**src/design/cdt_pkg.sv**
```systemverilog
// ----------------------------------------------------------------------------
// cdt_pkg: shared types and constants of the coherence directory table
// Holds the coherence state, request mode and error codes, the layout of a
// stored directory entry and the configuration register set.
// ----------------------------------------------------------------------------
package cdt_pkg;

	localparam int CDT_ENTRIES   = 64;
	localparam int CDT_MAX_PROCS = 16;
	localparam int CDT_TAG_W     = 48;
	localparam int CDT_MASK_W    = 16;
	localparam int CDT_PADDR_W   = 3;
	localparam int CDT_PDATA_W   = 32;

	// Largest processor count the sharer mask can represent.
	localparam logic [4:0] CDT_PROC_LIM =
		5'((CDT_MAX_PROCS < CDT_MASK_W) ? CDT_MAX_PROCS : CDT_MASK_W);

	localparam logic [4:0] CDT_NUM_PROCS_RST = 5'd4;
	localparam logic       CDT_MESI_RST      = 1'b1;

	// Configuration register indexes (byte address is four times the index).
	localparam logic REG_NUM_PROCS = 1'b0;
	localparam logic REG_MESI      = 1'b1;

	typedef enum logic [1:0] {
		ST_UNCACHED  = 2'd0,
		ST_SHARED    = 2'd1,
		ST_EXCLUSIVE = 2'd2,
		ST_MODIFIED  = 2'd3
	} cdt_status_t;

	typedef enum logic [1:0] {
		MODE_LOOKUP = 2'd0,
		MODE_UPDATE = 2'd1,
		MODE_QUERY  = 2'd2,
		MODE_SPARE  = 2'd3
	} cdt_mode_t;

	typedef enum logic [1:0] {
		ERR_OK    = 2'd0,
		ERR_FULL  = 2'd1,
		ERR_EXCL  = 2'd2,
		ERR_PROC  = 2'd3
	} cdt_err_t;

	typedef struct packed {
		logic [CDT_TAG_W-1:0]  tag;
		cdt_status_t           status;
		logic [CDT_MASK_W-1:0] sharers;
	} cdt_entry_t;

	typedef struct packed {
		logic [4:0] num_procs;
		logic       mesi_enabled;
	} cdt_cfg_t;

endpackage

```
**src/design/cdt_ctrl.sv**
```systemverilog
// ----------------------------------------------------------------------------
// cdt_ctrl: directory sequencer
// Clears the valid memory after reset, scans the table for the requested
// line and the lowest free slot, then applies the request with at most one write
// and loads the result register.
// ----------------------------------------------------------------------------
module cdt_ctrl import cdt_pkg::*; #(
	parameter int ENTRIES = CDT_ENTRIES,
	parameter int AW      = $clog2(ENTRIES)
) (
	input  logic                  clk,
	input  logic                  arst_n,
	input  cdt_cfg_t              cfg,
	input  logic                  in_valid,
	output logic                  in_ready,
	input  logic [1:0]            mode,
	input  logic [CDT_TAG_W-1:0]  line_addr,
	input  logic [1:0]            new_status,
	input  logic [3:0]            proc_id,
	output logic                  out_valid,
	input  logic                  out_ready,
	output logic                  hit,
	output logic [1:0]            entry_status,
	output logic [CDT_MASK_W-1:0] sharer_mask,
	output logic [1:0]            error,
	output logic [AW-1:0]         mem_addr,
	output logic                  mem_we_vld,
	output logic                  mem_wvld,
	output logic                  mem_we_ent,
	output cdt_entry_t            mem_wdata,
	input  logic                  mem_rvld,
	input  cdt_entry_t            mem_rdata
);

	localparam logic [AW-1:0] LAST = AW'(ENTRIES - 1);

	typedef enum logic [3:0] {
		S_CLEAR  = 4'b0001,
		S_IDLE   = 4'b0010,
		S_SCAN   = 4'b0100,
		S_DECIDE = 4'b1000
	} state_t;

	state_t state_q;
	logic [AW-1:0] cnt_q;
	logic          issued_all_q;
	logic          pend_s1;
	logic [AW-1:0] idx_s1;

	// Request captured at acceptance.
	cdt_mode_t            req_mode_q;
	logic [CDT_TAG_W-1:0] req_addr_q;
	cdt_status_t          req_status_q;
	logic [3:0]           req_proc_q;

	// Scan results.
	logic          hit_q;
	logic [AW-1:0] hslot_q;
	cdt_entry_t    hentry_q;
	logic          free_found_q;
	logic [AW-1:0] fslot_q;

	// Result register.
	logic                  out_valid_q;
	logic                  res_hit_q;
	logic [1:0]            res_status_q;
	logic [CDT_MASK_W-1:0] res_mask_q;
	logic [1:0]            res_err_q;

	logic match;
	logic out_free;
	logic finish;

	// Decision outputs.
	logic                  d_we_vld;
	logic                  d_wvld;
	logic                  d_we_ent;
	cdt_entry_t            d_entry;
	logic [AW-1:0]         d_slot;
	cdt_status_t           d_status;
	logic [CDT_MASK_W-1:0] d_mask;
	cdt_err_t              d_err;
	logic [4:0]            eff_procs;
	logic                  proc_ok;
	logic [CDT_MASK_W-1:0] req_bit;

	assign match    = pend_s1 && mem_rvld && (mem_rdata.tag == req_addr_q);
	assign out_free = !out_valid_q || out_ready;
	assign finish   = (state_q == S_DECIDE) && out_free;
	assign in_ready = (state_q == S_IDLE);

	always_comb begin
		eff_procs = (cfg.num_procs == 5'd0) ? 5'd1 : cfg.num_procs;
		if (eff_procs > CDT_PROC_LIM) begin
			eff_procs = CDT_PROC_LIM;
		end
		proc_ok = ({1'b0, req_proc_q} < eff_procs);
		req_bit = CDT_MASK_W'(1) << req_proc_q;
	end

	always_comb begin
		d_we_vld = 1'b0;
		d_wvld   = 1'b1;
		d_we_ent = 1'b0;
		d_slot   = hit_q ? hslot_q : fslot_q;
		d_entry  = '{tag: req_addr_q, status: ST_UNCACHED, sharers: '0};
		d_err    = ERR_OK;
		if (hit_q) begin
			d_status = hentry_q.status;
			d_mask   = hentry_q.sharers;
		end else begin
			d_status = ST_UNCACHED;
			d_mask   = '0;
		end
		case (req_mode_q)
			MODE_LOOKUP: begin
				if (!hit_q) begin
					if (free_found_q) begin
						d_we_vld = 1'b1;
						d_we_ent = 1'b1;
					end else begin
						d_err = ERR_FULL;
					end
				end
			end
			MODE_UPDATE: begin
				if (!proc_ok) begin
					d_err = ERR_PROC;
				end else if (!hit_q) begin
					if (free_found_q) begin
						d_we_vld = 1'b1;
						d_we_ent = 1'b1;
						d_entry.status  = req_status_q;
						d_entry.sharers = req_bit;
					end else begin
						d_err = ERR_FULL;
					end
				end else begin
					d_entry = hentry_q;
					case (req_status_q)
						ST_SHARED: begin
							d_we_ent        = 1'b1;
							d_entry.status  = ST_SHARED;
							d_entry.sharers = hentry_q.sharers | req_bit;
						end
						ST_EXCLUSIVE: begin
							if (!cfg.mesi_enabled || hentry_q.status != ST_UNCACHED) begin
								d_err = ERR_EXCL;
							end else begin
								d_we_ent        = 1'b1;
								d_entry.status  = ST_EXCLUSIVE;
								d_entry.sharers = req_bit;
							end
						end
						ST_MODIFIED: begin
							d_we_ent        = 1'b1;
							d_entry.status  = ST_MODIFIED;
							d_entry.sharers = req_bit;
						end
						default: begin
							// Uncached frees the slot.
							d_we_vld = 1'b1;
							d_wvld   = 1'b0;
						end
					endcase
				end
				if (d_we_ent) begin
					d_status = d_entry.status;
					d_mask   = d_entry.sharers;
				end else if (d_we_vld && !d_wvld) begin
					d_status = ST_UNCACHED;
					d_mask   = '0;
				end
			end
			default: begin
				// Owner query; the spare mode code behaves the same.
				if (!hit_q) begin
					d_err = ERR_PROC;
				end
			end
		endcase
	end

	always_comb begin
		mem_addr   = cnt_q;
		mem_we_vld = 1'b0;
		mem_wvld   = 1'b0;
		mem_we_ent = 1'b0;
		mem_wdata  = d_entry;
		case (state_q)
			S_CLEAR: begin
				mem_we_vld = 1'b1;
			end
			S_DECIDE: begin
				mem_addr   = d_slot;
				mem_we_vld = finish && d_we_vld;
				mem_wvld   = d_wvld;
				mem_we_ent = finish && d_we_ent;
			end
			default: begin
			end
		endcase
	end

	always_ff @(posedge clk or negedge arst_n) begin
		if (!arst_n) begin
			state_q      <= S_CLEAR;
			cnt_q        <= '0;
			issued_all_q <= 1'b0;
			pend_s1      <= 1'b0;
			hit_q        <= 1'b0;
			free_found_q <= 1'b0;
			out_valid_q  <= 1'b0;
		end else begin
			if (out_valid_q && out_ready) begin
				out_valid_q <= 1'b0;
			end
			case (state_q)
				S_CLEAR: begin
					if (cnt_q == LAST) begin
						cnt_q   <= '0;
						state_q <= S_IDLE;
					end else begin
						cnt_q <= cnt_q + 1'b1;
					end
				end
				S_IDLE: begin
					if (in_valid) begin
						cnt_q        <= '0;
						issued_all_q <= 1'b0;
						hit_q        <= 1'b0;
						free_found_q <= 1'b0;
						state_q      <= S_SCAN;
					end
				end
				S_SCAN: begin
					pend_s1 <= !issued_all_q;
					if (!issued_all_q) begin
						if (cnt_q == LAST) begin
							issued_all_q <= 1'b1;
						end else begin
							cnt_q <= cnt_q + 1'b1;
						end
					end
					if (pend_s1 && !mem_rvld && !free_found_q) begin
						free_found_q <= 1'b1;
					end
					if (match) begin
						hit_q   <= 1'b1;
						pend_s1 <= 1'b0;
						state_q <= S_DECIDE;
					end else if (pend_s1 && idx_s1 == LAST) begin
						pend_s1 <= 1'b0;
						state_q <= S_DECIDE;
					end
				end
				S_DECIDE: begin
					if (out_free) begin
						out_valid_q <= 1'b1;
						state_q     <= S_IDLE;
					end
				end
				default: begin
					state_q <= S_CLEAR;
					cnt_q   <= '0;
				end
			endcase
		end
	end

	always_ff @(posedge clk) begin
		if (state_q == S_IDLE && in_valid) begin
			req_mode_q   <= cdt_mode_t'(mode);
			req_addr_q   <= line_addr;
			req_status_q <= cdt_status_t'(new_status);
			req_proc_q   <= proc_id;
		end
		if (state_q == S_SCAN) begin
			idx_s1 <= cnt_q;
			if (pend_s1 && !mem_rvld && !free_found_q) begin
				fslot_q <= idx_s1;
			end
			if (match) begin
				hslot_q  <= idx_s1;
				hentry_q <= mem_rdata;
			end
		end
		if (finish) begin
			res_hit_q    <= hit_q;
			res_status_q <= d_status;
			res_mask_q   <= d_mask;
			res_err_q    <= d_err;
		end
	end

	assign out_valid    = out_valid_q;
	assign hit          = res_hit_q;
	assign entry_status = res_status_q;
	assign sharer_mask  = res_mask_q;
	assign error        = res_err_q;

	// The table is only written by the clearing pass or when a decision retires.
	assert property (@(posedge clk) disable iff (!arst_n)
		(mem_we_vld || mem_we_ent) |-> (state_q == S_CLEAR || finish))
		else $error("directory written outside clear or retire");

	// No request is taken before the valid memory has been cleared.
	assert property (@(posedge clk) disable iff (!arst_n)
		(state_q == S_CLEAR) |-> !in_ready)
		else $error("request accepted during clearing pass");

	// A retired decision always shows up in the result register.
	assert property (@(posedge clk) disable iff (!arst_n)
		finish |=> (out_valid_q && state_q == S_IDLE))
		else $error("retired decision did not load the result");

	// A new slot is allocated only where the scan saw a free one.
	assert property (@(posedge clk) disable iff (!arst_n)
		(finish && mem_we_vld && mem_wvld) |-> (free_found_q && !hit_q))
		else $error("allocation without a free slot");

endmodule

```
**config.mk**
```make
export PLATFORM = sky130hd
export DESIGN_NAME = cdt_ctrl
export DESIGN_NICKNAME = d
export VERILOG_FILES = /design/src/design/cdt_pkg.sv /design/src/design/cdt_ctrl.sv
export SDC_FILE = /design/constraint.sdc
export NUM_CORES = 1
export LEC_CHECK = 0
export BUFFER_PORTS_ARGS = -buffer_cell sky130_fd_sc_hd__clkbuf_2
export CORE_MARGIN = 4
export CORE_UTILIZATION = 45
export CTS_BUF_LIST = sky130_fd_sc_hd__clkbuf_16
export CTS_CLUSTER_SIZE = 16
export DETAILED_ROUTE_END_ITERATION = 10
export HOLD_SLACK_MARGIN = 0.03
export PLACE_DENSITY = 0.74
export SLEW_MARGIN = 20
export SYNTH_ARGS = -nofsm -noshare
export SYNTH_HDL_FRONTEND = slang
export SYNTH_SLANG_ARGS = --single-unit
```
**constraint.sdc**
```tcl
create_clock -name clk -period 10.45 [get_ports clk]
set_input_delay 1.045 -clock clk [delete_from_list [all_inputs] [get_ports clk]]
set_output_delay 1.045 -clock clk [all_outputs]
set_load 0.05 [all_outputs]
```
# Yosys cells after proc, flatten, opt, wreduce, memory -nomap -nowiden
# Cells that the tools add are included.
[word_totals] out_inout_bits=98 elab_cells=150 regBits=176 in_bits=133
[op_classes] reduce_logical=32 n_lt_le_gt_ge=2 shifts=1 muxes=72 n_eq_ne=19 n_bitwise=2 n_addsub=1
[ops] op="$mux 66" n=2
[ops] op="$mux 16" n=4
[ops] op="$mux 18" n=3
[ops] op="$pmux 18 s3" n=1
[ops] op="$eq 48x48->1" n=1
[ops] op="$mux 48" n=1
[ops] op="$mux 6" n=6
[ops] op="$mux 1" n=29
[ops] op="$pmux 6 s4" n=1
[ops] op="$mux 4" n=5
[ops] op="$mux 2" n=9
[ops] op="$or 16x16->16" n=1
[ops] op="$pmux 4 s4" n=1
[ops] op="$shl 1x4->16 const A" n=1
[ops] op="$ne 2x2->1 const B" n=7
[ops] op="$pmux 1 s2" n=7
[ops] op="$eq 6x6->1 const B" n=2
[ops] op="$logic_and 1x1->1" n=11
[ops] op="$mux 5" n=2
[ops] op="$reduce_and 4->1" n=2
[ops] op="$add 6x1->6 const B" n=1
[ops] op="$logic_not 1->1" n=6
[ops] op="$reduce_and 2->1" n=3
[ops] op="$reduce_and 3->1" n=2
[ops] op="other kinds (17)" n=21

# Depth between registers and ports, before layout
[logic_depth] ltp_word=12 depth_mapped=11 ltp_nobuf=8

# Worst setup path after synthesis
# No wires, ideal clock.
[synth_path] kind="input port to flip-flop" start="input port mem_rdata[21] in the netlist's numbering" end="register hentry_q[0] in the netlist's numbering (enable)" path_stages=5 path_buffers=0 path_slack_ns=2.925 setup_time_ns=0.593 required_time_ns=9.857 arrival_ns=6.932 path_cell_list="xor2_1 > a221o_1 > a2111oi_0 > nand4_1 > nor3_1"
[synth_via] elab_chain_cells=3
[synth_rtl] item="from (decl)" line="cdt_ctrl.sv:32" text="input cdt_entry_t mem_rdata"
[synth_rtl] item="$eq 48x48->1" line="cdt_ctrl.sv:87" text="assign match = pend_s1 && mem_rvld && (mem_rdata.tag == req_addr_q);"
[synth_rtl] item="$logic_and 1x1->1" line="cdt_ctrl.sv:87"
[synth_rtl] item="$reduce_and 2->1 (no line)"
[synth_rtl] item="to (signal assigned)" line="cdt_ctrl.sv:285" text="hentry_q <= mem_rdata;"
[synth_rtl] item="to (decl)" line="cdt_ctrl.sv:59" text="cdt_entry_t hentry_q;"
# Every way passes these cells.
# A chain may end at the register's enable or synchronous reset.

==> run metrics <==
IR drop worst, VDD=111 uV; Max Fclk=0.205 GHz; Critical Path, Cell by Cell=clkbuf_2, inv_1, nand2_1, ha_1, a21o_1, a221o_1, a21o_1, nor2_8, mux2_2, clkbuf_2; routability cong.=0.919; relative max-transition margin=34.2%; Register Area=5210 um^2; Finish-stage setup viols=0; HPWL Detailed=14000 um; total core area=16800 um^2; end of the critical path=mem_wdata[31]; Worst R2R Path Depth=7; Crit Reg-Reg Endpoint=sharer_mask[8]$_DFFE_PP_; via count=5411; post-place setup slack=5.59 ns; clock latency on the worst-skew pair=0.43 ns; critical path depth=10; RSZ-0062 raised after global routing=no; status=finished, final reports clean; Layout Area Growth over Synthesis=25.7%; Root Buffer=clkbuf_16; Setup WS post-layout=5.58 ns; #FFs+latches synth=176; crit path max fanout=48; Synth cell types=58; worst r2r src=req_proc_q[1]$_DFFE_PP_; initial antenna violation count=1; routed vias/inst=5.32; Post-Layout Cell Count=1018; layout cells sized above 1=39.3%; Final Core Density=58.4%; GRT overflow=0; Post-Route Skew=0.0118 ns; fillers=1315; async set-reset flop share out of synthesis=8.52%; Syn. warnings=0; Pwr Total=1.51 mW; Seq/Total Area, Yosys=66.9%; final period utilization=46.6%; first-pass GRT wire length=29700 um; PortBufs=230; Worst Path Buf+Inv=3; CTS resizes=0; Horiz. Die Dim=140 um; Synth Net Count=688; CTS buffer count=17; WP data required=9.41 ns; # clock sinks=176; type of the worst setup path=input port to output port; largest net degree at the start of global routing=61; Die Ht=140 um; flop2flop setup slack=7.47 ns; CP max-delay cell=nor2_8; Post-synth top flop=edfxtp_1; Worst-Margin Slew=0.980 ns; Clk pwr share=46.5%; I/O Pins=231; nets@finish=922; max cap viols=0; Post-CTS Setup Bufs=0; Switching Share=19.6%; Pint=1.22 mW; Largest stage delay, worst path=0.66 ns; Hold Path Class=register to register; Setup TNS=0 ns; total wire length=19300 um; vias in the first global route=5434; Final Hold Vio Count=0; Mapped Area=7780 um^2; Iteration-0 DRC Markers=365; switching power=297 uW; Std-Cell Rows=47; gr usage total=19.7%; Min Clock Period, post-route=4.87 ns; H-Tree Depth=4; antenna viol nets, final=0; CP startpoint=cfg[5]; Final Max Slew Viols=0; Sequential Power Share=50.5%; CTS tree=built; synthesized instance count=551; CP Capture Type=output port; Antenna diodes=0; Leak=3.85 nW; CP top delay family=compound AO/OA/AOI/OAI gates; Multi-input gate area=2370 um^2; Pre-antenna DRT Iters=6; Comb power frac=3.0%; clock slew at reported path FFs=0.07 ns; Startpoint Class=input port; initial core utilization=46.5%; DR WL/cell=19.0 um; DRC violations left=0; Post-synth EDFFs=161; clock buffer depth=2; P per Cell Area=155 nW/um^2; Placed Instances=986; critical path arrival=3.82 ns; Post-Syn Area per Cell=14.1 um^2; die area=19500 um^2; Post-CTS Hold Fix Bufs=0
==> layer usage <==
metal  vias up  part of all wire (%)  global-route usage, %
li1       2548                     -                      -
met3        33                    11                   7.79
met5         -                 0.067                      0
met4         2                   2.2                   6.63
met2       293                    45                   30.0
met1      2535                    41                   25.9
==> registers in the layout, indices dropped and copies added, names as in the netlist, 4 cells and up <==
name / cells
hentry_q: 66
req_addr_q: 48
sharer_mask: 16
cnt_q: 6
fslot_q: 6
hslot_q: 6
idx_s1: 6
req_proc_q: 4
state_q: 4
==> cells in the final DEF, fill, tap and decap left out, drive strengths merged, types with 11 or more instances in the layout <==
master  instances
a21oi          28
clkbuf        247
dfrtp          14
edfxtp        161
inv            27
mux2           46
nand2          48
nand3          24
nor2           21
nor3           11
o21ai          14
o22ai          21
xnor2          33
==> area by class of cell <==
cell class / count / share of cell area [%]
tap: 220 / 2.81
sequential: 176 / 53.3
timing repair buffer: 235 / 12.1
clock buffer: 17 / 4.35
clock inverter: 15 / 2.35
inverter: 22 / 0.844
multi-input combinational: 333 / 24.2
==> cell usage after synthesis (3+ instances only) <==
cell      count  area (um^2)
nor2b_1       3         18.8
a211o_1       3         26.3
nor2_1       20         75.1
inv_1        22         82.6
mux2_4       10          150
mux2_1        8         90.1
nand2_1      48          180
clkbuf_1     11         41.3
o22ai_1      21          131
o21a_1        3         22.5
nor3_1        9         45.0
dfrtp_1      14          350
and3_1        3         18.8
a21oi_1      28          140
xor2_1        9         78.8
buf_4         3         22.5
nand4_1       9         56.3
o21ai_0      13         65.1
nand2b_1      6         37.5
mux2_2       28          315
a21o_1        6         45.0
ha_1          4         50.1
xnor2_1      33          289
nand3_1      24          120
edfxtp_1    161         4830
mux2i_1       6         60.1
nor4_1        4         25.0
==> stage by stage <==
stage	hold WS [ns]	cell area, um^2
global route	0.496	9780
detailed placement	0.452	9130
floorplan	0.423	7780
finish	0.467	9780
CTS	0.467	9780
global placement	0.450	9130
==> worst min path at each step <==
stage	from	to	slack, ns	cells after the start
finish	idx_s1[4]$_DFFE_PP_	hslot_q[4]$_DFFE_PP_	0.47	0
global route	idx_s1[5]$_DFFE_PP_	fslot_q[5]$_DFFE_PP_	0.50	0
CTS	idx_s1[4]$_DFFE_PP_	hslot_q[4]$_DFFE_PP_	0.47	0
detailed placement	idx_s1[4]$_DFFE_PP_	hslot_q[4]$_DFFE_PP_	0.45	0
global placement	idx_s1[5]$_DFFE_PP_	fslot_q[5]$_DFFE_PP_	0.45	0
floorplan	hit_q$_DFFE_PN0P_	hit$_DFFE_PP_	0.42	0
==> power by group through the flow <==
| stage | registers (mW) | clock network (mW) | logic [mW] |
|---|---|---|---|
| 6_report | 0.765 | 0.704 | 0.0456 |
| 5_1_grt | 0.765 | 0.747 | 0.0505 |
| 4_1_cts | 0.765 | 0.717 | 0.0463 |
| 3_5_place_dp | 0.780 | 0 | 0.0462 |
| 3_3_place_gp | 0.780 | 0 | 0.0448 |
| 2_1_floorplan | 0.781 | 0 | 0.0120 |
==> kinds of logic (layout without fill, tap and decap cells) <==
logic type | after synthesis | after routing | synth area share [%]
and+or+nand+nor | 140 | 140 | 9.27
DFF | 176 | 176 | 66.9
AOI/OAI and AO/OA | 95 | 95 | 7.75
adders and majority gates | 4 | 4 | 0.643
xor gates and xnor gates | 42 | 42 | 4.73
buffers and inverters | 42 | 289 | 2.76
muxes | 52 | 52 | 7.91
(Power assumes the default switching activity.)
