--- config.mk ---
export PLATFORM = sky130hd
export DESIGN_NAME = cdt_regs
export DESIGN_NICKNAME = d
export VERILOG_FILES = /design/src/design/cdt_pkg.sv /design/src/design/cdt_regs.sv
export SDC_FILE = /design/constraint.sdc
export NUM_CORES = 1
export LEC_CHECK = 0
export BUFFER_PORTS_ARGS = -buffer_cell sky130_fd_sc_hd__buf_4
export CAP_MARGIN = 20
export CORE_MARGIN = 10
export CORE_UTILIZATION = 30
export DETAILED_ROUTE_END_ITERATION = 10
export PLACE_DENSITY = 0.83
export SLEW_MARGIN = 20
export SYNTH_ARGS = -nofsm -noshare
export SYNTH_HDL_FRONTEND = slang
export SYNTH_SLANG_ARGS = --single-unit
--- constraint.sdc ---
create_clock -name clk -period 1.9 [get_ports clk]
set_input_delay 0.38 -clock clk [delete_from_list [all_inputs] [get_ports clk]]
set_output_delay 0.38 -clock clk [all_outputs]
set_load 0.02 [all_outputs]
--- src/design/cdt_pkg.sv ---
// ----------------------------------------------------------------------------
// cdt_pkg: shared types and constants of the coherence directory table
// Holds the coherence state, request mode and error codes, the layout of a
// stored directory entry and the configuration register set.
// ----------------------------------------------------------------------------
package cdt_pkg;

	localparam int CDT_ENTRIES   = 64;
	localparam int CDT_MAX_PROCS = 16;
	localparam int CDT_TAG_W     = 48;
	localparam int CDT_MASK_W    = 16;
	localparam int CDT_PADDR_W   = 3;
	localparam int CDT_PDATA_W   = 32;

	// Largest processor count the sharer mask can represent.
	localparam logic [4:0] CDT_PROC_LIM =
		5'((CDT_MAX_PROCS < CDT_MASK_W) ? CDT_MAX_PROCS : CDT_MASK_W);

	localparam logic [4:0] CDT_NUM_PROCS_RST = 5'd4;
	localparam logic       CDT_MESI_RST      = 1'b1;

	// Configuration register indexes (byte address is four times the index).
	localparam logic REG_NUM_PROCS = 1'b0;
	localparam logic REG_MESI      = 1'b1;

	typedef enum logic [1:0] {
		ST_UNCACHED  = 2'd0,
		ST_SHARED    = 2'd1,
		ST_EXCLUSIVE = 2'd2,
		ST_MODIFIED  = 2'd3
	} cdt_status_t;

	typedef enum logic [1:0] {
		MODE_LOOKUP = 2'd0,
		MODE_UPDATE = 2'd1,
		MODE_QUERY  = 2'd2,
		MODE_SPARE  = 2'd3
	} cdt_mode_t;

	typedef enum logic [1:0] {
		ERR_OK    = 2'd0,
		ERR_FULL  = 2'd1,
		ERR_EXCL  = 2'd2,
		ERR_PROC  = 2'd3
	} cdt_err_t;

	typedef struct packed {
		logic [CDT_TAG_W-1:0]  tag;
		cdt_status_t           status;
		logic [CDT_MASK_W-1:0] sharers;
	} cdt_entry_t;

	typedef struct packed {
		logic [4:0] num_procs;
		logic       mesi_enabled;
	} cdt_cfg_t;

endpackage

--- src/design/cdt_regs.sv ---
// ----------------------------------------------------------------------------
// cdt_regs: configuration registers of the coherence directory table
// APB-style slave holding the processor count and the MESI enable.
// ----------------------------------------------------------------------------
module cdt_regs import cdt_pkg::*; (
	input  logic                   clk,
	input  logic                   arst_n,
	input  logic                   psel,
	input  logic                   penable,
	input  logic                   pwrite,
	input  logic [CDT_PADDR_W-1:0] paddr,
	input  logic [CDT_PDATA_W-1:0] pwdata,
	output logic [CDT_PDATA_W-1:0] prdata,
	output logic                   pready,
	output cdt_cfg_t               cfg
);

	cdt_cfg_t cfg_q;
	logic     wr_en;
	logic     reg_sel;

	assign pready  = 1'b1;
	assign wr_en   = psel && penable && pwrite && pready;
	assign reg_sel = paddr[2];

	always_ff @(posedge clk or negedge arst_n) begin
		if (!arst_n) begin
			cfg_q.num_procs    <= CDT_NUM_PROCS_RST;
			cfg_q.mesi_enabled <= CDT_MESI_RST;
		end else if (wr_en) begin
			if (reg_sel == REG_NUM_PROCS) begin
				cfg_q.num_procs <= pwdata[4:0];
			end else begin
				cfg_q.mesi_enabled <= pwdata[0];
			end
		end
	end

	always_comb begin
		if (reg_sel == REG_NUM_PROCS) begin
			prdata = {{(CDT_PDATA_W-5){1'b0}}, cfg_q.num_procs};
		end else begin
			prdata = {{(CDT_PDATA_W-1){1'b0}}, cfg_q.mesi_enabled};
		end
	end

	assign cfg = cfg_q;

endmodule

**After elaboration in Yosys (flattened, before gate mapping)**

Cells that the tools add are included.

- Bits in registers: 6
- Bits in latches: 0
- Bits in writable memories: 0
- Bits in read-only memories: 0
- Input bits: 40
- Output and inout bits: 39
- Logic and storage cells: 8
- Memories kept: 0

- Add/subtract/negate cells: 0
- $mul: 0
- Div/mod/pow operators: 0
- $lt $le $gt $ge: 0
- Eq/ne operators: 0
- Shift-type cells: 0
- Multiplexer cells: 1
- Bitwise operators: 1
- Reduce and logical (&&, ||, !) cells: 4

Operator list:

| kind | number |
|---|---|
| 5-bit 2-to-1 mux | 1 |
| 2-bit AND reduction | 2 |
| 1-bit logical AND | 2 |
| 1-bit inverter | 1 |

**Depth between registers and ports, before layout**

Gate-level depths: netlist (run 1).

- Word-level depth: 3
- Mapped depth: 2
- Mapped depth without buffers: 2

**Least setup slack after synthesis (run 1)**

Ideal clock, no wire load.

- Kind: reg-to-output
- Start point: register cfg_q, in the netlist cfg[0]
- End point: output prdata[0]
- Arrival: 800 ps
- Required time: 1520 ps
- Setup slack: 720 ps
- Cell stages (with the launch flop): 2
- Path buffers: 0
- Cells stage by stage: dfstp_2 mux2_2

- Word-level cells in the longest chain between the ends: 1

Ends and longest elaborated chain:

| item | RTL line | RTL |
|---|---|---|
| start: declaration | cdt_regs.sv:18 | `cdt_cfg_t cfg_q;` |
| 5-bit 2-to-1 mux | cdt_regs.sv:40 | `if (reg_sel == REG_NUM_PROCS) begin` |
| end: declaration | cdt_regs.sv:13 | `output logic [CDT_PDATA_W-1:0] prdata,` |

No other way between the ends.

**Final worst setup path (run 1)**

Ends and elaborated chain as after synthesis.

==> impl_results.md, run 1 <==
* Status: finished, final reports clean
* Critical Path Sink: prdata[0]
* Largest family of logic cells by synthesized area: buffers and inverters
* Compound-Gate Fraction of Synth Area at 0
* ANT nets after route at 0
* Std-Cell Core Area at 1559 um^2
* Sequential fraction of design power at 0.332
* Via count at 333
* Worst R2R Path Depth at 1
* Post-synth top area share at 0.4088
* Hold crit path type: input pin to flip-flop
* # IOs at 79
* Root buf cell: clkbuf_4
* R2r startpoint: cfg[4]
* Total Routing Usage GR at 0.06044
* Fin crit share at 0.7540
* Reg clk slew, reported paths at 50 ps
* Sequential share of the synthesized area at 0.2968
* Final number of setup-violating endpoints at 0
* Initial antenna violation count at 0
* Die Wd at a little over 60 um
* Logic pwr share at 0.460
* Synth warn at 0
* Area leader, netlist: buf_4
* Cell count after synthesis at a little under 50
* Critical Path AT at approximately 1100 ps
* Adder-cell share of the synthesized area at 0
* Avg Cell Area, Syn at approximately 10 um^2
* Clock power share at 0.208
* Global-route wire length before repair at 1.635 mm
* Avg WL per Cell at 13.68 um
* DP HPWL at ~1.1 mm
* Crit path time final at roughly 1400 ps
* # clock sinks at 6
* CP Launch Type: flip-flop
* Peak supply drop at 0.3980 mV
* Vias in the first global route at between 300 and 400
* CTS Buffer Depth at 2
* Post-CTS Setup Bufs at 0
* Htree depth at 1
* Worst-path fanout max at 3
* Post-synthesis mux area share at 0.1533
* Final Hold Viols at 0
* Setup TNS at 0 ps
* Num CTS Buffers at 3
* GR Overflow Total at 0
* Area delta synth->final at 18.98%
* Synth top area cells: buf_4 41%, dfrtp_1 19%, mux2_2 15%, dfstp_2 10%, and2b_2 6.8%
* Worst r2r dst: cfg[4]
* DR DRC count at 0
* Via/cell ratio at ~3.8
* Netlist cell types at 8
* Most frequent cells in the layout: 28 x conb_1, 21 x buf_4, 7 x mux2_2
* Max cap viols at 0
* Initial DRC Count at 1
* Flop2flop setup slack at about 1100 ps
* Commonest non-fill, non-tap cell in the layout: conb_1
* Int Power at between 0.0003 and 0.0004 W
* Unrepaired setup endpoints after global routing: no
* GP Congestion at roughly 0.62
* Crit path required time at approximately 1500 ps
* Drt first pass iters at 2
* Maximum clock rate at roughly 700 MHz
* WL final at 1.204 mm
* XOR/XNOR share of the synthesized area at 0
* Initial Util at 0.3299
* Switching Fraction at 0.3894
* Worst Skew at 0 ps
* Die H at approximately 60 um
* Crit path launch: cfg[0]
* Worst hold slack at ~370 ps
* Simple-gate share of the synthesized area at 0.1265
* Flops & latches, synth at 6
* Switching power at 0.0002166 W
* PD cells at around 910 nW/um^2
* CP Class: flip-flop to output port
* Worst-Skew Late Latency at around 240 ps
* Layout cells sized above 1 at 0.5278
* Crit end category: output port
* FP Rows at 14
* Port Buf Inserts at 21
* CTS tree: yes
* Synth Cell Area at slightly above 500 um^2
* Pin count of the biggest net entering global routing at 8
* Max reg flops at 6
* Number of inserted diodes at 0
* Slew Viols, Final at 0
* Pleak at 0.3481 nW
* Layout Nets at around 110
* CTS resizes at 0
* Die area at around 3800 um^2
repair_timing:
item	4_1_cts	5_1_grt
endpoints found under the setup margin	0	0
hold buffers	1	0
endpoints found under the hold margin	4	0
stage by stage:
step	instance area, um^2	utilization	setup slack [ps]	cells	power [W]
finish	611.8	0.3925	467.5	88	0.0005562
global route	611.8	0.3925	426.0	88	0.0005922
CTS	611.8	0.3925	460.2	88	0.0005606
detailed placement	579.3	0.3716	548.3	84	0.0004380
global placement	579.3	0.3716	547.3	84	0.0004340
floorplan	611.8	-	719.7	75	0.0003776
worst max-delay path: stages (launching register included):
cell and delay [ps]:
dfstp_2 530, mux2_2 150, buf_4 140
layer usage:
layer | global-route usage | vias to the layer above | share of wire
li1 | - | 148 | -
met3 | 0.06790 | 0 | 0.26
met4 | 0.02866 | 0 | 0
met1 | 0.04807 | 147 | 0.30
met5 | 0 | - | 0
met2 | 0.09172 | 38 | 0.43
synth_stat cells, drive strengths merged:
cell type,n
nand4b,1
buf,28
dfrtp,4
nand4,1
mux2,7
conb,2
dfstp,2
and2b,4
layout make-up:
cell class | instances | area [um^2]
clock buffer | 3 | 22.52
fill | 154 | 947.2
multi-input combinational | 41 | 249.0
sequential | 6 | 152.6
tap | 16 | 20.02
timing repair buffer | 22 | 167.7
worst min path at each step:
| stage | startpoint | end | slack [ps] | cells past startpoint |
|---|---|---|---|---|
| floorplan | arst_n | cfg[1] | 80 | 0 |
| global placement | arst_n | cfg[1] | 190 | 1 |
| detailed placement | arst_n | cfg[1] | 190 | 1 |
| CTS | pwdata[2] | cfg[3] | 360 | 2 |
| global route | pwdata[1] | cfg[2] | 360 | 2 |
| finish | pwdata[1] | cfg[2] | 370 | 2 |
power by group through the flow:
stage,Sequential (W),Combinational (W),Clock (W)
after floorplan,0.000218,0.000160,0
after global placement,0.000185,0.000249,0
after detailed placement,0.000186,0.000252,0
after CTS,0.000184,0.000255,0.000121
after global routing,0.000189,0.000272,0.000132
final,0.000185,0.000256,0.000116
logic make-up after synthesis:
| group | Yosys count |
|---|---|
| buffers and inverters | 28 |
| other | 2 |
| DFF | 6 |
| and+or+nand+nor | 6 |
| muxes | 7 |
(Power assumes the default switching activity.)
==> run 2: changes to the inputs <==
--- a/config.mk
+++ b/config.mk
@@ -5,12 +5,13 @@
 export SDC_FILE = /design/constraint.sdc
 export NUM_CORES = 1
 export LEC_CHECK = 0
+export ABC_AREA = 1
 export BUFFER_PORTS_ARGS = -buffer_cell sky130_fd_sc_hd__buf_4
 export CAP_MARGIN = 20
 export CORE_MARGIN = 10
-export CORE_UTILIZATION = 30
+export CORE_UTILIZATION = 29
 export DETAILED_ROUTE_END_ITERATION = 10
-export PLACE_DENSITY = 0.83
+export PLACE_DENSITY = 0.79
 export SLEW_MARGIN = 20
 export SYNTH_ARGS = -nofsm -noshare
 export SYNTH_HDL_FRONTEND = slang
==> constraint.sdc (replaced) <==
create_clock -name clk -period 1.4 [get_ports clk]
set_input_delay 0.28 -clock clk [delete_from_list [all_inputs] [get_ports clk]]
set_output_delay 0.28 -clock clk [all_outputs]
set_load 0.02 [all_outputs]
==> impl_results.md, run 2 <==
* Most frequent cell after synthesis: buf_4
* Flop2flop setup slack at about 700 ps
* FP Rows at 15
* Root buf cell: clkbuf_4
* Avg WL per Cell at 11.67 um
* DP HPWL at around 1.2 mm
* CTS resizes at 0
* Post-synth top area share at 0.3898
* WHS Path Cells at 3
* Slowest CP cell: dfstp_2
* Max incr delay on CP at 530 ps
* Area leader, netlist: buf_4
* Layout Nets at 136
* Pleak at approximately 0.39 nW
* Hold wc startpoint: pwdata[3]
* Maximum clock rate at ~760 MHz
* Num CTS Buffers at 3
* Initial Util at 0.3090
* Crit path required time at around 1100 ps
* Pin count of the biggest net entering global routing at 9
* Cells after DPL at ~120
* Async set or reset register ratio after synthesis at 1.000
* Fin crit share at 0.9406
* Total Routing Usage GR at 0.06501
* CP Launch Type: flip-flop
* Std-Cell Core Area at 1745 um^2
* Number of inserted diodes at 0
* Pwr Total at around 0.00072 W
* GR Overflow Total at 0
* DR DRC count at 0
* Worst path cell trace: inv_1 -> nor2_1 -> buf_4
* Commonest non-fill, non-tap cell in the layout: conb_1
* Worst Skew at 0 ps
* Die Wd at approximately 63 um
* Final number of setup-violating endpoints at 0
* Main synth FF type: dfrtp_1
* Port Buf Inserts at 21
* Slew Viols, Final at 0
* # IOs at 79
* Sequential share of the synthesized area at 0.2831
* Drt first pass iters at 5
* ANT nets after route at 0
* Final Instance Area at 640.6 um^2
* CTS Buffer Depth at 2
* Final Util at 0.3670
* Vias in the first global route at approximately 470
* Worst r2r dst: cfg[3]
* Crit-path leading delay family: flip-flops
* Non-Filler Instances at between 100 and 150
* Via/cell ratio at about 3.6
* Crit path time final at 1317 ps
* Most frequent cells in the layout: 28 x conb_1, 21 x buf_4, 16 x nand2_1
* Synth Cell Area at about 540 um^2
* R2r startpoint: cfg[3]
* Max cap viols at 0
* Hold EP: cfg[4]
* Die H at roughly 63 um
* PD cells at between 1000 and 1500 nW/um^2
* Flops & latches, synth at 6
* Buf/Inv on CP at 2
* Synth warn at 0
* CTS tree: yes
* Post-synth top cells: 28 x buf_4, 16 x nand2_1, 6 x nand3_1
* Worst R2R Path Depth at 2
* # clock sinks at 6
* EDFF count, synth at 0
* Synth top area cells: buf_4 39%, dfrtp_1 19%, nand2_1 11%, dfstp_2 9.7%, nand3_1 5.6%
* Layout cells sized above 1 at 0.3053
* Reg clk slew, reported paths at ~50 ps
* Status: finished, final reports clean
* Final Hold Viols at 0
* Area after DPL at ~600 um^2
* Setup TNS at 0 ps
* Avg Cell Area, Syn at approximately 7.5 um^2
* Unrepaired setup endpoints after global routing: no
* Global-route wire length before repair at between 2 and 2.5 mm
* Crit end category: output port
* Die area at between 3000 and 4000 um^2
* Critical Path AT at around 1000 ps
* Area delta synth->final at 18.79%
* Peak supply drop at approximately 0.37 mV
* GP Congestion at approximately 0.60
* Htree depth at 1
* WL final at 1.400 mm
* CP Class: flip-flop to output port
* Max reg flops at 6
* Initial DRC Count at 8
* Cell count after synthesis at 72
* Worst-Skew Late Latency at 240 ps
* Netlist cell types at 13
* Via count at approximately 430
* Worst-path fanout max at 3
* Hold crit path type: input pin to flip-flop
* Initial antenna violation count at 0
-- run 2: layout make-up --
| cell class | count | area (um^2) |
|---|---|---|
| Fill cell | 206 | 1105 |
| Multi-Input combinational cell | 57 | 240.2 |
| Timing Repair Buffer | 22 | 167.7 |
| Sequential cell | 6 | 152.6 |
| Tap cell | 25 | 31.28 |
| Clock buffer | 4 | 26.28 |
| Inverter | 6 | 22.52 |
-- run 2: cell families (layout without fill, tap and decap cells) --
family | Yosys count | after routing | synth area share
buffers and inverters | 35 | 32 | 0.4524
AND/OR/NAND/NOR | 29 | 29 | 0.2506
flip-flops | 6 | 6 | 0.2831
other | 2 | 28 | 0.01393
-- run 2: worst reg2reg max path, delay by kind of cell (launching register included) --
family | cells | cell delay [ps]
and+or+nand+nor | 2 | 110
DFF | 1 | 530
-- run 2: worst max path at each step --
stage | start | end | cells after the start
6_report | cfg[3] | prdata[2] | 3
4_1_cts | cfg[3] | prdata[2] | 3
2_1_floorplan | cfg[3] | prdata[2] | 2
3_3_place_gp | paddr[2] | prdata[0] | 5
5_1_grt | cfg[3] | prdata[2] | 3
3_5_place_dp | paddr[2] | prdata[0] | 5
-- run 2: power by group --
group	switching (W)	internal [W]	leakage [nW]
Clock	0.0000635	0.000108	0.0150
Combinational	0.000206	0.000105	0.300
Sequential	0.0000251	0.000215	0.0712
-- run 2: per-stage QoR --
| stage | setup WS [ps] | hold slack, ps |
|---|---|---|
| 3_3_place_gp | 321.0 | 87.59 |
| 2_1_floorplan | 210.4 | -15.59 |
| 6_report | 83.23 | 268.8 |
| 5_1_grt | 20.19 | 280.2 |
| 3_5_place_dp | 309.8 | 90.42 |
| 4_1_cts | 71.24 | 268.1 |
-- run 2: per-layer routing --
metal  routed length, um  vias to the layer above  global-route usage
met5                   0                        -                   0
met1                 412                      194             0.05200
met3                 215                        0             0.05124
li1                    -                      206                   -
met4                   0                        0             0.01676
met2                 773                       29              0.1193
-- run 2: what timing repair did --
action | CTS | global route
endpoints found under the hold margin | 4 | 0
endpoints found under the setup margin | 0 | 0
hold buffers | 1 | 0
setup buffers | 0 | 0
==> run 3: changes to the inputs <==
--- a/config.mk
+++ b/config.mk
@@ -10,8 +10,10 @@
 export CAP_MARGIN = 20
 export CORE_MARGIN = 10
 export CORE_UTILIZATION = 29
+export CTS_BUF_LIST = sky130_fd_sc_hd__clkbuf_8 sky130_fd_sc_hd__clkbuf_16
 export DETAILED_ROUTE_END_ITERATION = 10
 export PLACE_DENSITY = 0.79
+export SETUP_SLACK_MARGIN = 0.05
 export SLEW_MARGIN = 20
 export SYNTH_ARGS = -nofsm -noshare
 export SYNTH_HDL_FRONTEND = slang
==> impl_results.md, run 3 (synthesis gave the netlist of run 2 again) <==
* Status: finished, final reports clean
* Maximum clock rate at ~770 MHz
* PD cells at roughly 1200 nW/um^2
* Fin crit share at 0.9222
* Die Wd at ~63 um
* Commonest non-fill, non-tap cell in the layout: conb_1
* Via/cell ratio at roughly 3.5
* WL final at between 1 and 1.5 mm
* Max cap viols at 0
* Drt first pass iters at 4
* Hold EP: cfg[4]
* Area delta synth->final at 22.27%
* Hold crit path type: input pin to flip-flop
* Worst R2R Path Depth at 2
* Most frequent cells in the layout: 28 x conb_1, 21 x buf_4, 16 x nand2_1
* Unrepaired setup endpoints after global routing: no
* ANT nets after route at 0
* Slew Viols, Final at 0
* Worst Skew at 0 ps
* Max reg flops at 6
* Number of inserted diodes at 0
* Std-Cell Core Area at between 1500 and 2000 um^2
* Final Util at 0.3778
* Worst-path fanout max at 3
* Worst r2r dst: cfg[3]
* Flop2flop setup slack at about 700 ps
* # IOs at 79
* Post-CTS Setup Bufs at 0
* Vias in the first global route at between 400 and 500
* Crit end category: output port
* Peak supply drop at 0.6286 mV
* CP Class: flip-flop to output port
* GR Overflow Total at 0
* WHS Path Cells at 3
* DP HPWL at 1.212 mm
* Port Buf Inserts at 21
* Post-CTS Hold Buffers at 1
* Crit path required time at between 1000 and 1500 ps
* Num CTS Buffers at 3
* CTS resizes at 0
* Initial Util at 0.3090
* FP Rows at 15
* CTS Buffer Depth at 2
* Via count at 421
* Crit path time final at 1291 ps
* Final number of setup-violating endpoints at 0
* Hold wc startpoint: pwdata[3]
* Layout Nets at 136
* Worst-Skew Late Latency at between 200 and 250 ps
* Critical Path AT at between 1000 and 1500 ps
* # clock sinks at 6
* Avg WL per Cell at 11.42 um
* Layout cells sized above 1 at 0.3053
* Die area at between 3000 and 4000 um^2
* GP Congestion at a little over 0.6
* Total Routing Usage GR at 0.06573
* R2r startpoint: cfg[3]
* Initial DRC Count at 11
* Reg clk slew, reported paths at 40 ps
* Root buf cell: clkbuf_8
* Pin count of the biggest net entering global routing at 9
* Max incr delay on CP at between 500 and 600 ps
* Slowest CP cell: dfstp_2
* Crit path launch: cfg[3]
* Initial antenna violation count at 0
* DR DRC count at 0
* CTS tree: yes
* # fillers at slightly below 200
* Htree depth at 1
* Worst path cell trace: inv_1 -> nor2_1 -> buf_4
* Setup TNS at 0 ps
* Die H at between 60 and 70 um
* Pleak at 0.3979 nW
* Global-route wire length before repair at 2.104 mm
* CP Launch Type: flip-flop
* Final Hold Viols at 0
[run 3: how the worst max path moves through the flow]
stage / end / slack (ps) / cells past startpoint
final: prdata[2] / 110 / 3
after global routing: prdata[2] / 50 / 3
after CTS: prdata[2] / 90 / 3
after detailed placement: prdata[0] / 310 / 5
after global placement: prdata[0] / 320 / 5
after floorplan: prdata[2] / 210 / 2
[run 3: per-stage QoR]
step	hold WS [ps]	worst slack (ps)	cell area [um^2]	instances	power [W]
6_report	294.2	109.0	659.4	120	0.0008127
5_1_grt	310.0	51.78	659.4	120	0.0008599
4_1_cts	293.5	94.81	659.4	120	0.0008180
3_5_place_dp	90.42	309.8	604.3	115	0.0005515
3_3_place_gp	87.59	321.0	604.3	115	0.0005462
2_1_floorplan	-15.59	210.4	636.9	98	0.0004866
[run 3: worst max-delay path, delay by kind of cell, from the launching register on]
family                 cells  cell delay, ps
and+or+nand+nor            1              80
DFF                        1             530
buffers and inverters      2             190
[run 3: routing by layer]
| metal | track usage | routed length, um |
|---|---|---|
| met1 | 0.05400 | 427 |
| met2 | 0.1117 | 719 |
| met3 | 0.05124 | 206 |
| met4 | 0.03352 | 16 |
| met5 | 0 | 0 |
[run 3: power by group]
part           internal [W]  switching (W)
clock network      0.000188      0.0000740
registers          0.000215      0.0000254
logic              0.000105       0.000205
[run 3: layout make-up]
type                    instances  area [um^2]  area share
flip-flops and latches          6        152.6      0.2315
well taps                      25        31.28     0.04744
clock buffers                   3        41.29     0.06262
clock inverters                 1        3.754    0.005693
repair buffers                 22        167.7      0.2543
inverters                       6        22.52     0.03416
multi-input cells              57        240.2      0.3643
